--- src/rtl/pcs_pkg.sv ---
// ----------------------------------------------------------------------------
// pcs_pkg
// Types, constants and helpers of the PCI configuration space unit.
// ----------------------------------------------------------------------------
package pcs_pkg;

   localparam int FUNCTIONS = 1;
   localparam int NREG      = 7;
   localparam int NEV       = 2 * NREG;
   localparam int DEPTH     = FUNCTIONS * 64;
   localparam int AW        = $clog2(DEPTH);

   typedef logic [AW-1:0] addr_type;

   localparam logic [1:0] CMD_READ  = 2'd0;
   localparam logic [1:0] CMD_WRITE = 2'd1;
   localparam logic [1:0] CMD_RESET = 2'd2;
   localparam logic [1:0] CMD_NOP   = 2'd3;

   localparam logic [2:0] CSR_ID      = 3'd0;
   localparam logic [2:0] CSR_CLASS   = 3'd1;
   localparam logic [2:0] CSR_FLAGS   = 3'd2;
   localparam logic [2:0] CSR_CODES   = 3'd3;
   localparam logic [2:0] CSR_DEF01   = 3'd4;
   localparam logic [2:0] CSR_DEF23   = 3'd5;
   localparam logic [2:0] CSR_DEF45   = 3'd6;
   localparam logic [2:0] CSR_DEFROM  = 3'd7;

   localparam logic [2:0]  ROM_REG      = 3'd6;
   localparam logic [31:0] MASK_MEM     = 32'hFFFFFFF0;
   localparam logic [31:0] MASK_IO      = 32'hFFFFFFFC;
   localparam logic [31:0] ROM_ADDR     = 32'hFFFFF800;
   localparam logic [31:0] ROM_KEEP_OLD = 32'h000007FE;
   localparam logic [31:0] ROM_KEEP_NEW = 32'hFFFFF801;
   localparam logic [31:0] ROM_LOW      = 32'h000007FF;
   localparam logic [7:0]  KEEP_MEM     = 8'hF0;
   localparam logic [7:0]  KEEP_IO      = 8'hFC;

   typedef struct packed {
      logic [31:0] id_word;
      logic [31:0] class_word;
      logic [18:0] region_flags;
      logic [34:0] size_codes;
      logic [63:0] def01;
      logic [63:0] def23;
      logic [63:0] def45;
      logic [31:0] defrom;
   } cfg_type;

   typedef enum logic [1:0] {ACT_NONE, ACT_READ, ACT_RMW, ACT_RESET} act_type;
   typedef enum logic [1:0] {EVM_CMD, EVM_BAR, EVM_ROM, EVM_RST} evm_type;

   typedef struct packed {
      logic accept;
      logic rd_ofs;
      logic rd_reg;
      logic wr_mod;
      logic wr_def;
      logic clr_fn;
      logic emit_rd;
      logic emit_ev;
      logic emit_empty;
   } ctrl_type;

   typedef struct packed {
      act_type act;
      logic    mod_events;
      logic    ev_last;
      logic    out_free;
   } status_type;

   function automatic logic read_only(input logic [7:0] off);
      return (off inside {[8'h00:8'h03], [8'h08:8'h0F], [8'h2C:8'h2F],
                          [8'h34:8'h3B], 8'h3E, 8'h3F});
   endfunction

   function automatic logic clears_on_reset(input logic [5:0] dw);
      return (dw inside {6'd1, [6'd4:6'd10], 6'd12, [6'd16:6'd63]});
   endfunction

   function automatic logic [5:0] dword_of(input logic [2:0] r);
      return (r == ROM_REG) ? 6'd12 : 6'd4 + 6'(r);
   endfunction

   function automatic addr_type addr_of(input logic [2:0] fn, input logic [5:0] dw);
      return addr_type'({fn, dw});
   endfunction

   function automatic logic [31:0] align_mask(input logic [4:0] code);
      return ~32'h0 << code;
   endfunction

   function automatic logic [31:0] put_byte(input logic [31:0] d, input logic [1:0] lane,
                                            input logic [7:0] b);
      logic [31:0] r;
      r = d;
      r[8*lane +: 8] = b;
      return r;
   endfunction

endpackage

--- src/rtl/pcs_csr.sv ---
// ----------------------------------------------------------------------------
// pcs_csr
// Configuration register file behind the APB port.
// ----------------------------------------------------------------------------
module pcs_csr
   import pcs_pkg::*;
(
   input  logic        clock,
   input  logic        reset,
   input  logic        psel,
   input  logic        penable,
   input  logic        pwrite,
   input  logic [5:0]  paddr,
   input  logic [63:0] pwdata,
   output logic [63:0] prdata,
   output logic        pready,
   output cfg_type     cfg
);

   cfg_type    cfg_ff, cfg_in;
   logic [2:0] idx;
   logic       we;

   assign idx    = paddr[5:3];
   assign we     = psel && penable && pwrite;
   assign pready = 1'b1;
   assign cfg    = cfg_ff;

   always_comb begin
      cfg_in = cfg_ff;
      if (we) begin
         case (idx)
            CSR_ID:     cfg_in.id_word      = pwdata[31:0];
            CSR_CLASS:  cfg_in.class_word   = pwdata[31:0];
            CSR_FLAGS:  cfg_in.region_flags = pwdata[18:0];
            CSR_CODES:  cfg_in.size_codes   = pwdata[34:0];
            CSR_DEF01:  cfg_in.def01        = pwdata;
            CSR_DEF23:  cfg_in.def23        = pwdata;
            CSR_DEF45:  cfg_in.def45        = pwdata;
            default:    cfg_in.defrom       = pwdata[31:0];
         endcase
      end
   end

   always_comb begin
      case (idx)
         CSR_ID:     prdata = {32'h0, cfg_ff.id_word};
         CSR_CLASS:  prdata = {32'h0, cfg_ff.class_word};
         CSR_FLAGS:  prdata = {45'h0, cfg_ff.region_flags};
         CSR_CODES:  prdata = {29'h0, cfg_ff.size_codes};
         CSR_DEF01:  prdata = cfg_ff.def01;
         CSR_DEF23:  prdata = cfg_ff.def23;
         CSR_DEF45:  prdata = cfg_ff.def45;
         default:    prdata = {32'h0, cfg_ff.defrom};
      endcase
   end

   always_ff @(posedge clock) begin
      if (reset) begin
         cfg_ff <= '0;
      end else begin
         cfg_ff <= cfg_in;
      end
   end

endmodule

--- src/rtl/pcs_ctrl.sv ---
// ----------------------------------------------------------------------------
// pcs_ctrl
// Sequencer: fetch, modify, default load and region event steps.
// ----------------------------------------------------------------------------
module pcs_ctrl
   import pcs_pkg::*;
(
   input  logic       clock,
   input  logic       reset,
   input  logic       req_valid,
   output logic       req_stall,
   input  status_type sts,
   output ctrl_type   ctl
);

   typedef enum logic [2:0] {
      ST_IDLE, ST_FETCH, ST_MODIFY, ST_LOAD, ST_EVREAD, ST_EVOUT, ST_EMPTY
   } state_type;

   state_type state_ff, state_in;

   assign req_stall = (state_ff != ST_IDLE);

   always_comb begin
      state_in = state_ff;
      ctl      = '0;
      case (state_ff)
         ST_IDLE: begin
            if (req_valid) begin
               ctl.accept = 1'b1;
               state_in   = ST_FETCH;
            end
         end
         ST_FETCH: begin
            case (sts.act)
               ACT_READ, ACT_RMW: begin
                  ctl.rd_ofs = 1'b1;
                  state_in   = ST_MODIFY;
               end
               ACT_RESET: begin
                  ctl.clr_fn = 1'b1;
                  state_in   = sts.mod_events ? ST_LOAD : ST_EMPTY;
               end
               default: state_in = ST_EMPTY;
            endcase
         end
         ST_MODIFY: begin
            if (sts.act == ACT_READ) begin
               if (sts.out_free) begin
                  ctl.emit_rd = 1'b1;
                  state_in    = ST_IDLE;
               end
            end else begin
               ctl.wr_mod = 1'b1;
               state_in   = sts.mod_events ? ST_EVREAD : ST_EMPTY;
            end
         end
         ST_LOAD: begin
            ctl.wr_def = 1'b1;
            state_in   = ST_EVREAD;
         end
         ST_EVREAD: begin
            ctl.rd_reg = 1'b1;
            state_in   = ST_EVOUT;
         end
         ST_EVOUT: begin
            if (sts.out_free) begin
               ctl.emit_ev = 1'b1;
               if (sts.ev_last) state_in = ST_IDLE;
               else state_in = (sts.act == ACT_RESET) ? ST_LOAD : ST_EVREAD;
            end
         end
         ST_EMPTY: begin
            if (sts.out_free) begin
               ctl.emit_empty = 1'b1;
               state_in       = ST_IDLE;
            end
         end
         default: state_in = ST_IDLE;
      endcase
   end

   always_ff @(posedge clock) begin
      if (reset) begin
         state_ff <= ST_IDLE;
      end else begin
         state_ff <= state_in;
      end
   end

endmodule

--- src/rtl/pcs_dp.sv ---
// ----------------------------------------------------------------------------
// pcs_dp
// Datapath: request latch, dword store, byte merge, event list, result word.
// ----------------------------------------------------------------------------
module pcs_dp
   import pcs_pkg::*;
(
   input  logic        clock,
   input  logic        reset,
   input  cfg_type     cfg,
   input  logic [1:0]  req_cmd,
   input  logic [2:0]  req_function_index,
   input  logic [7:0]  req_offset,
   input  logic [7:0]  req_write_data,
   input  ctrl_type    ctl,
   output status_type  sts,
   input  logic        rsp_stall,
   output logic        rsp_valid,
   output logic [7:0]  rsp_read_data,
   output logic        rsp_event_valid,
   output logic [2:0]  rsp_event_region,
   output logic        rsp_event_active,
   output logic [31:0] rsp_event_base,
   output logic        rsp_last
);

   logic [1:0]  cmd_ff;
   logic [2:0]  fn_ff;
   logic [7:0]  off_ff, wd_ff;

   logic [31:0] mem [DEPTH];
   logic [31:0] rdata_ff;
   logic        rvld_ff;
   logic [DEPTH-1:0] vld_ff, vld_in;
   logic [7:0]  cmdb_ff [FUNCTIONS];
   logic [7:0]  cmdb_in [FUNCTIONS];
   logic [7:0]  cmdb_sel;

   logic [NEV-1:0] mask_ff, mask_in, mask_mod, lowbit;
   evm_type     mode_ff, mode_in, mode_mod;
   logic [3:0]  idx;
   logic [2:0]  region;

   logic [6:0]  present, io7, pf7;
   logic [4:0]  codes [NREG];
   logic        fn_ok, bar_hit, rom_hit, cmd_hit;
   act_type     act;
   logic [2:0]  bar_r;
   logic [1:0]  lane;
   logic [31:0] d_old, set_d, new_d, nd, def_raw, def_d, keep32;
   logic [7:0]  old_byte, keep8, byte_v, diff, rd_byte;

   logic        wr_en, rd_en;
   addr_type    wr_addr, rd_addr;
   logic [31:0] wr_data;

   logic        emit;
   logic        rsp_valid_ff, ev_valid_ff, ev_active_ff, last_ff;
   logic [7:0]  rd_data_ff;
   logic [2:0]  ev_region_ff;
   logic [31:0] ev_base_ff;
   logic [7:0]  o_rd;
   logic        o_ev, o_act, o_last;
   logic [2:0]  o_reg;
   logic [31:0] o_base;

   assign present = cfg.region_flags[6:0];
   assign io7     = {1'b0, cfg.region_flags[12:7]};
   assign pf7     = {1'b0, cfg.region_flags[18:13]};

   always_comb begin
      for (int i = 0; i < NREG; i++) codes[i] = cfg.size_codes[5*i +: 5];
   end

   assign fn_ok   = {1'b0, fn_ff} < 4'(FUNCTIONS);
   assign bar_hit = (off_ff inside {[8'h10:8'h27]});
   assign rom_hit = (off_ff inside {[8'h30:8'h33]});
   assign cmd_hit = (off_ff == 8'h04);
   assign bar_r   = 3'((off_ff - 8'h10) >> 2);
   assign lane    = off_ff[1:0];
   assign d_old   = rvld_ff ? rdata_ff : 32'h0;

   always_comb begin
      act = ACT_NONE;
      if (cmd_ff == CMD_READ) begin
         act = ACT_READ;
      end else if (fn_ok && cmd_ff == CMD_WRITE) begin
         if (read_only(off_ff)) act = ACT_NONE;
         else if (bar_hit && !present[bar_r]) act = ACT_NONE;
         else if (rom_hit && !present[ROM_REG]) act = ACT_NONE;
         else act = ACT_RMW;
      end else if (fn_ok && cmd_ff == CMD_RESET) begin
         act = ACT_RESET;
      end
   end

   always_comb begin
      cmdb_sel = 8'h0;
      for (int i = 0; i < FUNCTIONS; i++)
         if (fn_ff == 3'(i)) cmdb_sel = cmdb_ff[i];
   end

   // byte merge and BAR / ROM alignment
   always_comb begin
      old_byte = d_old[8*lane +: 8];
      keep8    = io7[bar_r] ? ~KEEP_IO : ~KEEP_MEM;
      keep32   = {24'h0, keep8};
      if (bar_hit && lane == 2'd0) byte_v = (old_byte & keep8) | (wd_ff & ~keep8);
      else byte_v = wd_ff;
      set_d = put_byte(d_old, lane, byte_v);
      nd    = (d_old & ROM_KEEP_OLD) | (set_d & ROM_KEEP_NEW);
      if (bar_hit)
         new_d = (set_d & ~keep32 & align_mask(codes[bar_r])) | (set_d & keep32);
      else if (rom_hit)
         new_d = (nd & ROM_ADDR & align_mask(codes[ROM_REG])) | (nd & ROM_LOW);
      else
         new_d = set_d;
   end

   always_comb begin
      diff     = wd_ff ^ cmdb_sel;
      mask_mod = '0;
      mode_mod = EVM_CMD;
      if (cmd_hit) begin
         mask_mod = {diff[1] ? (present & ~io7) : 7'h0, diff[0] ? (present & io7) : 7'h0};
      end else if (bar_hit) begin
         mode_mod = EVM_BAR;
         if (lane == 2'd3 && (io7[bar_r] ? cmdb_sel[0] : cmdb_sel[1]))
            mask_mod = NEV'(1) << bar_r;
      end else if (rom_hit) begin
         mode_mod = EVM_ROM;
         if (lane == 2'd3) mask_mod = NEV'(1) << ROM_REG;
      end
   end

   always_comb begin
      idx = '0;
      for (int i = NEV - 1; i >= 0; i--)
         if (mask_ff[i]) idx = 4'(i);
      region = (idx >= 4'(NREG)) ? 3'(idx - 4'(NREG)) : 3'(idx);
      lowbit = mask_ff & (~mask_ff + NEV'(1));
   end

   always_comb begin
      mask_in = mask_ff;
      mode_in = mode_ff;
      if (ctl.clr_fn) begin
         mask_in = {7'h0, present};
         mode_in = EVM_RST;
      end else if (ctl.wr_mod) begin
         mask_in = mask_mod;
         mode_in = mode_mod;
      end else if (ctl.emit_ev) begin
         mask_in = mask_ff & ~lowbit;
      end
   end

   always_comb begin
      case (region)
         3'd0:    def_raw = cfg.def01[31:0];
         3'd1:    def_raw = cfg.def01[63:32];
         3'd2:    def_raw = cfg.def23[31:0];
         3'd3:    def_raw = cfg.def23[63:32];
         3'd4:    def_raw = cfg.def45[31:0];
         3'd5:    def_raw = cfg.def45[63:32];
         default: def_raw = cfg.defrom;
      endcase
      if (region == ROM_REG) def_d = def_raw & ROM_ADDR;
      else if (io7[region]) def_d = (def_raw & MASK_IO) | 32'h1;
      else def_d = (def_raw & MASK_MEM) | {28'h0, pf7[region], 3'b000};
   end

   assign wr_en   = ctl.wr_mod || ctl.wr_def;
   assign wr_addr = ctl.wr_def ? addr_of(fn_ff, dword_of(region)) : addr_of(fn_ff, off_ff[7:2]);
   assign wr_data = ctl.wr_def ? def_d : new_d;
   assign rd_en   = ctl.rd_ofs || ctl.rd_reg;
   assign rd_addr = ctl.rd_reg ? addr_of(fn_ff, dword_of(region)) : addr_of(fn_ff, off_ff[7:2]);

   always_ff @(posedge clock) begin
      if (wr_en) mem[wr_addr] <= wr_data;
      if (rd_en) begin
         rdata_ff <= mem[rd_addr];
         rvld_ff  <= vld_ff[rd_addr];
      end
   end

   always_comb begin
      vld_in = vld_ff;
      if (ctl.clr_fn)
         for (int i = 0; i < DEPTH; i++)
            if (3'(i >> 6) == fn_ff && clears_on_reset(6'(i))) vld_in[i] = 1'b0;
      if (wr_en) vld_in[wr_addr] = 1'b1;
   end

   always_comb begin
      for (int i = 0; i < FUNCTIONS; i++) begin
         cmdb_in[i] = cmdb_ff[i];
         if (fn_ff == 3'(i) && ctl.clr_fn) cmdb_in[i] = 8'h0;
         if (fn_ff == 3'(i) && ctl.wr_mod && cmd_hit) cmdb_in[i] = wd_ff;
      end
   end

   always_ff @(posedge clock) begin
      if (reset) begin
         vld_ff  <= '0;
         mask_ff <= '0;
         mode_ff <= EVM_CMD;
         for (int i = 0; i < FUNCTIONS; i++) cmdb_ff[i] <= 8'h0;
      end else begin
         vld_ff  <= vld_in;
         mask_ff <= mask_in;
         mode_ff <= mode_in;
         for (int i = 0; i < FUNCTIONS; i++) cmdb_ff[i] <= cmdb_in[i];
      end
   end

   always_ff @(posedge clock) begin
      if (ctl.accept) begin
         cmd_ff <= req_cmd;
         fn_ff  <= req_function_index;
         off_ff <= req_offset;
         wd_ff  <= req_write_data;
      end
   end

   always_comb begin
      if (!fn_ok) rd_byte = 8'hFF;
      else if (off_ff inside {[8'h00:8'h03]}) rd_byte = cfg.id_word[8*lane +: 8];
      else if (off_ff inside {[8'h08:8'h0B]}) rd_byte = cfg.class_word[8*lane +: 8];
      else rd_byte = d_old[8*lane +: 8];
   end

   always_comb begin
      o_rd   = 8'h0;
      o_ev   = 1'b0;
      o_reg  = 3'd0;
      o_act  = 1'b0;
      o_base = 32'h0;
      o_last = 1'b1;
      if (ctl.emit_rd) begin
         o_rd = rd_byte;
      end else if (ctl.emit_ev) begin
         o_ev   = 1'b1;
         o_reg  = region;
         o_base = io7[region] ? (d_old & MASK_IO) : (d_old & MASK_MEM);
         o_last = sts.ev_last;
         case (mode_ff)
            EVM_CMD: o_act = (idx >= 4'(NREG)) ? wd_ff[1] : wd_ff[0];
            EVM_BAR: o_act = 1'b1;
            EVM_ROM: o_act = d_old[0];
            default: o_act = 1'b0;
         endcase
      end
   end

   assign emit = ctl.emit_rd || ctl.emit_ev || ctl.emit_empty;

   always_ff @(posedge clock) begin
      if (reset) begin
         rsp_valid_ff <= 1'b0;
      end else if (emit) begin
         rsp_valid_ff <= 1'b1;
      end else if (!rsp_stall) begin
         rsp_valid_ff <= 1'b0;
      end
   end

   always_ff @(posedge clock) begin
      if (emit) begin
         rd_data_ff   <= o_rd;
         ev_valid_ff  <= o_ev;
         ev_region_ff <= o_reg;
         ev_active_ff <= o_act;
         ev_base_ff   <= o_base;
         last_ff      <= o_last;
      end
   end

   assign sts.act        = act;
   assign sts.mod_events = |mask_in;
   assign sts.ev_last    = ((mask_ff & ~lowbit) == '0);
   assign sts.out_free   = !rsp_valid_ff || !rsp_stall;

   assign rsp_valid        = rsp_valid_ff;
   assign rsp_read_data    = rd_data_ff;
   assign rsp_event_valid  = ev_valid_ff;
   assign rsp_event_region = ev_region_ff;
   assign rsp_event_active = ev_active_ff;
   assign rsp_event_base   = ev_base_ff;
   assign rsp_last         = last_ff;

endmodule

--- src/rtl/pci_config_space_unit.sv ---
// ----------------------------------------------------------------------------
// pci_config_space_unit
// Byte-wide PCI type-0 configuration space with region change events.
// ----------------------------------------------------------------------------
//  channel | direction | handshake            | word
//  req_    | in        | req_valid/req_stall  | cmd, function, offset, data
//  rsp_    | out       | rsp_valid/rsp_stall  | read byte, region event, last
//  csr     | in        | APB psel/penable     | 64-bit configuration register
//
//  One request at a time. Read: fetch, then result. Write: fetch, modify,
//  then an empty result or per event a store read and emit. Function reset:
//  clear, then per present region a load, read and emit (else empty result).
//  Function reset clears resettable dwords at once by per-dword valid bits.
//  A stalled result holds the sequencer at its emit step.
// ----------------------------------------------------------------------------
module pci_config_space_unit
   import pcs_pkg::*;
(
   input  logic        clock,
   input  logic        reset,
   input  logic        req_valid,
   output logic        req_stall,
   input  logic [1:0]  req_cmd,
   input  logic [2:0]  req_function_index,
   input  logic [7:0]  req_offset,
   input  logic [7:0]  req_write_data,
   output logic        rsp_valid,
   input  logic        rsp_stall,
   output logic [7:0]  rsp_read_data,
   output logic        rsp_event_valid,
   output logic [2:0]  rsp_event_region,
   output logic        rsp_event_active,
   output logic [31:0] rsp_event_base,
   output logic        rsp_last,
   input  logic        psel,
   input  logic        penable,
   input  logic        pwrite,
   input  logic [5:0]  paddr,
   input  logic [63:0] pwdata,
   output logic [63:0] prdata,
   output logic        pready
);

   cfg_type    cfg;
   ctrl_type   ctl;
   status_type sts;

   pcs_csr u_csr (
      .clock   (clock),
      .reset   (reset),
      .psel    (psel),
      .penable (penable),
      .pwrite  (pwrite),
      .paddr   (paddr),
      .pwdata  (pwdata),
      .prdata  (prdata),
      .pready  (pready),
      .cfg     (cfg)
   );

   pcs_ctrl u_ctrl (
      .clock     (clock),
      .reset     (reset),
      .req_valid (req_valid),
      .req_stall (req_stall),
      .sts       (sts),
      .ctl       (ctl)
   );

   pcs_dp u_dp (
      .clock              (clock),
      .reset              (reset),
      .cfg                (cfg),
      .req_cmd            (req_cmd),
      .req_function_index (req_function_index),
      .req_offset         (req_offset),
      .req_write_data     (req_write_data),
      .ctl                (ctl),
      .sts                (sts),
      .rsp_stall          (rsp_stall),
      .rsp_valid          (rsp_valid),
      .rsp_read_data      (rsp_read_data),
      .rsp_event_valid    (rsp_event_valid),
      .rsp_event_region   (rsp_event_region),
      .rsp_event_active   (rsp_event_active),
      .rsp_event_base     (rsp_event_base),
      .rsp_last           (rsp_last)
   );

endmodule

--- config.mk ---
export PLATFORM = sky130hd
export DESIGN_NAME = pci_config_space_unit
export DESIGN_NICKNAME = d
export VERILOG_FILES = /design/src/rtl/pcs_pkg.sv /design/src/rtl/pcs_csr.sv /design/src/rtl/pcs_ctrl.sv /design/src/rtl/pcs_dp.sv /design/src/rtl/pci_config_space_unit.sv
export SDC_FILE = /design/constraint.sdc
export NUM_CORES = 2
export LEC_CHECK = 0
export ABC_AREA = 1
export BUFFER_PORTS_ARGS = -buffer_cell sky130_fd_sc_hd__buf_2
export CAP_MARGIN = 20
export CORE_MARGIN = 5
export CORE_UTILIZATION = 55
export CTS_CLUSTER_SIZE = 10
export DETAILED_ROUTE_END_ITERATION = 6
export PLACE_DENSITY = 0.8
export SETUP_SLACK_MARGIN = 0.5
export SLEW_MARGIN = 20
export SYNTH_ARGS = -nofsm -noshare
export SYNTH_HDL_FRONTEND = slang
export SYNTH_SLANG_ARGS = --single-unit
--- constraint.sdc ---
create_clock -name clock -period 6.4 [get_ports clock]
set_input_delay 0.32 -clock clock [delete_from_list [all_inputs] [get_ports clock]]
set_output_delay 0.32 -clock clock [all_outputs]
set_load 0.05 [all_outputs]
Word-level counts from Yosys, hierarchy flattened
Memory sizes are Yosys's and may differ from the RTL's. A register that Yosys moved wholly into a read port is not among the register bits.
Index checks and enable logic that the tools add are counted.
- register bits: 494
- bits in writable memories: 2056
- bits of input ports: 98
- logic and storage cells: 345
- memories kept: 2
- add/subtract/negate cells: 5
- order comparisons: 21
- eq/ne operators: 32
- shift-type cells: 8
- mux-type cells: 171
- bitwise operators: 26
- reduce and logical (&&, ||, !) cells: 54
- memory list (name ; words ; bits a word ; rd ports ; clocked after Yosys merged registers in ; wr ports ; line ; source):
    u_dp.mem ; 64 ; 32 ; 1 ; 1 ; 1 ; pcs_dp.sv:31 ; logic [31:0] mem [DEPTH];
    u_dp.cmdb_ff ; 1 ; 8 ; 1 ; 0 ; 1 ; pcs_dp.sv:35 ; logic [7:0] cmdb_ff [FUNCTIONS];
- operators with widths (cell ; number):
    $pmux 64 s7 ; 1
    $mux 32 ; 6
    $pmux 32 s6 ; 1
    $and 32x32->32 ; 3
    $shiftx 32x6->8 ; 3
    $mux 1 ; 91
    $mux 14 ; 6
    $mux 64 ; 1
    $or 64x64->64 ; 1
    $shl 32x5->32 const A ; 2
    $mux 4 ; 15
    $mux 8 ; 7
    $mux 48 ; 1
    $mux 7 ; 5
    $neg 5->34 ; 1
    $shift 8x34->32 const A ; 1
    $shiftx 8x34->32 ; 1
    $and 32x8->32 ; 1
    $bwmux 32 ; 1
    $le 8x6->1 const B ; 4
    $not 8->32 ; 1
    $or 11x32->32 ; 1
    $or 32x11->32 ; 1
    $or 32x32->32 ; 1
    other kinds (64) ; 161

Depth between registers and ports, before layout
- depth after elaboration: 25
- gate-level depth with buffers: 36
- depth with buffers taken out: 34

Cells and area by module
A second synthesis with hierarchy kept.
- cell total of the unflattened synthesis: 11326
- area total of the unflattened synthesis: 111637.1 um^2
- by module, submodules not included (module ; times used ; cells an instance ; area each (um^2) ; seq. area each (um^2)):
    pcs_dp ; 1 ; 9074 ; 96042.1 ; 66103.4
    pcs_csr ; 1 ; 2194 ; 15262.1 ; 6846.6
    pcs_ctrl ; 1 ; 58 ; 332.8 ; 60.1

Worst setup path after synthesis
Ideal clock, no wire load.
- path type: reg-to-reg
- from: register u_dp.mask_ff[12]
- to: memory u_dp.mem[0][30], data pin
- arrival: 5145 ps
- required time: 5698 ps
- slack: 554 ps
- stages on the path, launching flop included: 29
- clock period less this slack: 5846 ps
- cell sequence: dfxtp_1 inv_1 nand2_1 nand2_1 nand2_1 nand2_1 nand2_1 nand2_1 nand2_1 nand2_1 nand2_1 nand2_1 nand2_1 nand2_1 nand2_1 inv_1 ha_1 nand2_1 nand2_4 inv_1 nand2_1 nand2_1 nand2_1 nor2_1 clkbuf_1 nand2_1 nand4_1 a211oi_1 o21ai_0
- word-level cells in the longest chain between the ends: 21
- elaborated cells on any way between the ends: 30
- those cells by class: add/sub (1); order compare (1); eq/ne (6); mux (20); bitwise (1); reduce/logical (1)
- ends and longest elaborated chain (item ; line ; source):
    start, declared ; pcs_dp.sv:39 ; logic [NEV-1:0] mask_ff, mask_in, mask_mod, lowbit;
    start signal, assigned ; pcs_dp.sv:211 ; mask_ff <= mask_in;
    $mux 4 * (13 in series) ; pcs_dp.sv:139 ; if (mask_ff[i]) idx = 4'(i);
    $ge 4x3->1 or $sub 3x3->3 (tied branches) ; pcs_dp.sv:140 ; region = (idx >= 4'(NREG)) ? 3'(idx - 4'(NREG)) : 3'(idx);
    $mux 3 * ; pcs_dp.sv:140 ;
    $eq 3x3->1 (tied with other cells) ; pcs_dp.sv:159 ; case (region)
    $pmux 32 s6 ; pcs_dp.sv:159 ;
    $or 32x4->32 ; pcs_dp.sv:170 ; else def_d = (def_raw & MASK_MEM) | {28'h0, pf7[region], 3'b000};
    $mux 32 ; pcs_dp.sv:169 ; else if (io7[region]) def_d = (def_raw & MASK_IO) | 32'h1;
    $mux 32 * ; pcs_dp.sv:168 ; if (region == ROM_REG) def_d = def_raw & ROM_ADDR;
    $mux 32 * ; pcs_dp.sv:175 ; assign wr_data = ctl.wr_def ? def_d : new_d;
    named net u_dp.wr_data[30] ; pcs_dp.sv:55 ; logic [31:0] wr_data;
    end, declared ; pcs_dp.sv:31 ;
Mark *: on every way through the listed nets, which the timed path passes. The rest lies on a longest branch. The select of a mux whose other input is x is not followed.

Worst setup path after layout
- from: register u_dp.mask_ff[12]
- to: memory u_dp.mem[23][15], data pin
The elaborated chain is that of the path after synthesis.

==> flow_summary.ini <==
[clock_network]
cts_tree = built
root_buffer = clkbuf_16
numClockSinks = 2574
cts.path.max_buffers = 4
clkTransAtPathRegs_ns = 0.05
ctsResizeCount = 0
h-tree-depth = 5
clk_latency_ns = 0.96
numCtsBuffers = 310

[critical_path]
worstPathRequired_ns = 7.05
crit_top_cell = nand2_1
cp-start-kind = flop
critPathKind = flop to flop
reg2reg_depth = 28
end_kind = flop
cp_slowest_cell = o21ai_4
worstPathArrival_ns = 6.25
cpPeakStageDelay_ns = 0.90
path_max_fanout = 33

[floorplan]
dieWidth_um = 456
dieArea_sq_um = 208000
start_util = 0.554
pin_count = 211
coreArea_sq_um = 198000
die_h_um = 456
num_rows = 163

[grt]
grt_util_all_layers = 0.335
grt_pass1_vias = 84100
grt_max_degree = 254
grt_pass1_wl_mm = 527
grt_overflow_total = 0
antenna_found_initial = 14

[synthesis]
synth_ff_type = edfxtp_1
synth.distinct_cells = 58
yosysWarnings = 0
synth_area_sq_um = 109000
synth_cells = 10800
synthArstFlopShare = 0
ys_ff_latch = 2574
synth_area_per_cell_sq_um = 10.1
synth_edf_count = 2146
synth-seq-area-share = 0.667

[route]
wl_per_cell_um = 26.2
via_count = 87600
first_pass_iters = 7
wirelength_mm = 361
first_iter_violations = 14500
wl_met1_mm = 120
met2_length_mm = 161
ant_nets = 0
top_layer = met5
via_per_inst = 6.36
met3WireLength_mm = 50.8
drc = 3

[final_layout]
final_cell_mix = nand2_1, edfxtp_1, nand3_1
mostFrequentLayoutCell = nand2_1
drive_gt1_frac = 0.0840
layout.nets = 11100
post-route-util = 0.623
syn_to_final_growth_pct = 12.5
fill_cells = 14400

[timing]
period_share = 0.874
worstMarginPinSlew_ns = 1.20
rsz0062_at_grt = no
setup_viol = 0
fmax_mhz = 179
layout_min_cycle_time_ns = 5.59
clock-skew-final_ns = 0.101
fin_setup_tns_ns = 0
hold_viol = 0
relSlewSlack = 0.196
drv_slew = 0

[run_status]
status = complete, but fails checks
violations = design-rule violations

[pwr]
p_per_area_nw_per_um2 = 356
p_leak_nw = 46.8
ir_drop_mv = 0.335

[placed_design]
portBuffers = 204
routabilityCongestion = 0.997
dp_hpwl_mm = 209

[worst_hold_path]
worstHoldPathType = primary input to flop
hold-path-cell-count = 2

[flow_run]
drv_cap = 0
==> registers in the layout, indices dropped and copies added, names as in the netlist, 2 cells and up <==
register               flops
u_dp.wd_ff                 8
u_dp.mode_ff               2
u_dp.mask_ff              14
u_dp.rsp_read_data         8
u_dp.mem                2048
u_dp.rsp_event_region      3
u_dp.fn_ff                 3
u_csr.cfg                342
u_dp.vld_ff               64
u_dp.rsp_event_base       30
u_dp.rdata_ff             32
u_ctrl.state_ff            3
u_dp.cmdb_ff               2
u_dp.off_ff                8
u_dp.cmd_ff                2
==> per-layer routing <==
metal / vias to the layer above / GRT usage
li1: 37500 / -
met1: 41200 / 0.419
met2: 7295 / 0.513
met3: 1516 / 0.0857
met4: 10 / 0.237
met5: - / 0
==> Yosys cell counts (all sizes together), types with 43 or more instances <==
master / count / area [sq um]
nor3: 43 / 283
buf: 429 / 2320
nor2: 505 / 1940
dfxtp: 428 / 8570
nand3: 1734 / 8710
o21ai: 497 / 2510
inv: 553 / 2080
clkbuf: 252 / 946
nand2: 3500 / 13200
o211ai: 46 / 345
edfxtp: 2146 / 64400
a21oi: 345 / 1730
o22ai: 113 / 721
==> power by group <==
group	leakage (nW)	total (mW)	switching, mW	internal (mW)
logic	19.6	9.27	7.10	2.17
clock network	4.10	15.4	6.38	9.00
registers	23.1	19.2	0.110	19.0
==> logic make-up after synthesis <==
| logic type | after synthesis | synth area share |
|---|---|---|
| and+or+nand+nor | 5813 | 0.222 |
| DFF | 2574 | 0.667 |
| buffers and inverters | 1244 | 0.0491 |
| AOI/OAI and AO/OA | 1169 | 0.0613 |
| adders and majority gates | 5 | 0.000571 |
| other | 2 | 0.0000686 |
| xor gates and xnor gates | 1 | 0.0000800 |
==> area by class of cell <==
class	instances	area (sq um)	area share
clock inverter	7	86.3	0.000701
tap	2640	3300	0.0268
inverter	563	2130	0.0173
antenna	7	17.5	0.000142
clock buffer	417	8360	0.0679
timing repair buffer	576	4710	0.0383
multi-input combinational	6991	31500	0.256
sequential	2574	73000	0.593
==> timing repair <==
item | 4_1_cts | 5_1_grt
endpoints found under the hold margin | 392 | 0
buffers inserted | 0 | 0
hold buffers | 90 | 0
==> path summary, 6_finish.rpt <==
check / startpoint / end / slack (ns)
worst min register to register: u_dp.vld_ff[58] / u_dp.vld_ff[58] / 0.46
worst max-delay path: u_dp.mask_ff[12] / u_dp.mem[23][15] / 0.81
worst max register to register: u_dp.mask_ff[12] / u_dp.mem[23][15] / 0.81
worst min-delay path: req_write_data[4] / u_dp.wd_ff[4] / 0.09
==> worst max-delay path, delay by kind of cell, from the launching register on <==
kind	cells	cell delay [ns]
fa+ha+maj	1	0.21
simple gates	19	1.85
flops	1	0.37
compound gates	3	1.30
buf+inv	5	1.54
==> metrics by stage <==
| stage | setup WS [ns] | instances | instance area [sq um] | hold slack, ns | power (mW) |
|---|---|---|---|---|---|
| after floorplan | 0.554 | 10800 | 109000 | 0.419 | 24.9 |
| after global placement | 0.981 | 13300 | 114000 | 0.441 | 28.0 |
| after detailed placement | 1.01 | 13300 | 114000 | 0.454 | 28.2 |
| after CTS | 1.00 | 13800 | 123000 | 0.0446 | 43.4 |
| after global routing | 0.552 | 13800 | 123000 | 0.0849 | 45.0 |
| final | 0.809 | 13800 | 123000 | 0.0853 | 43.8 |
No activity file was read; power rests on OpenSTA's default activity.
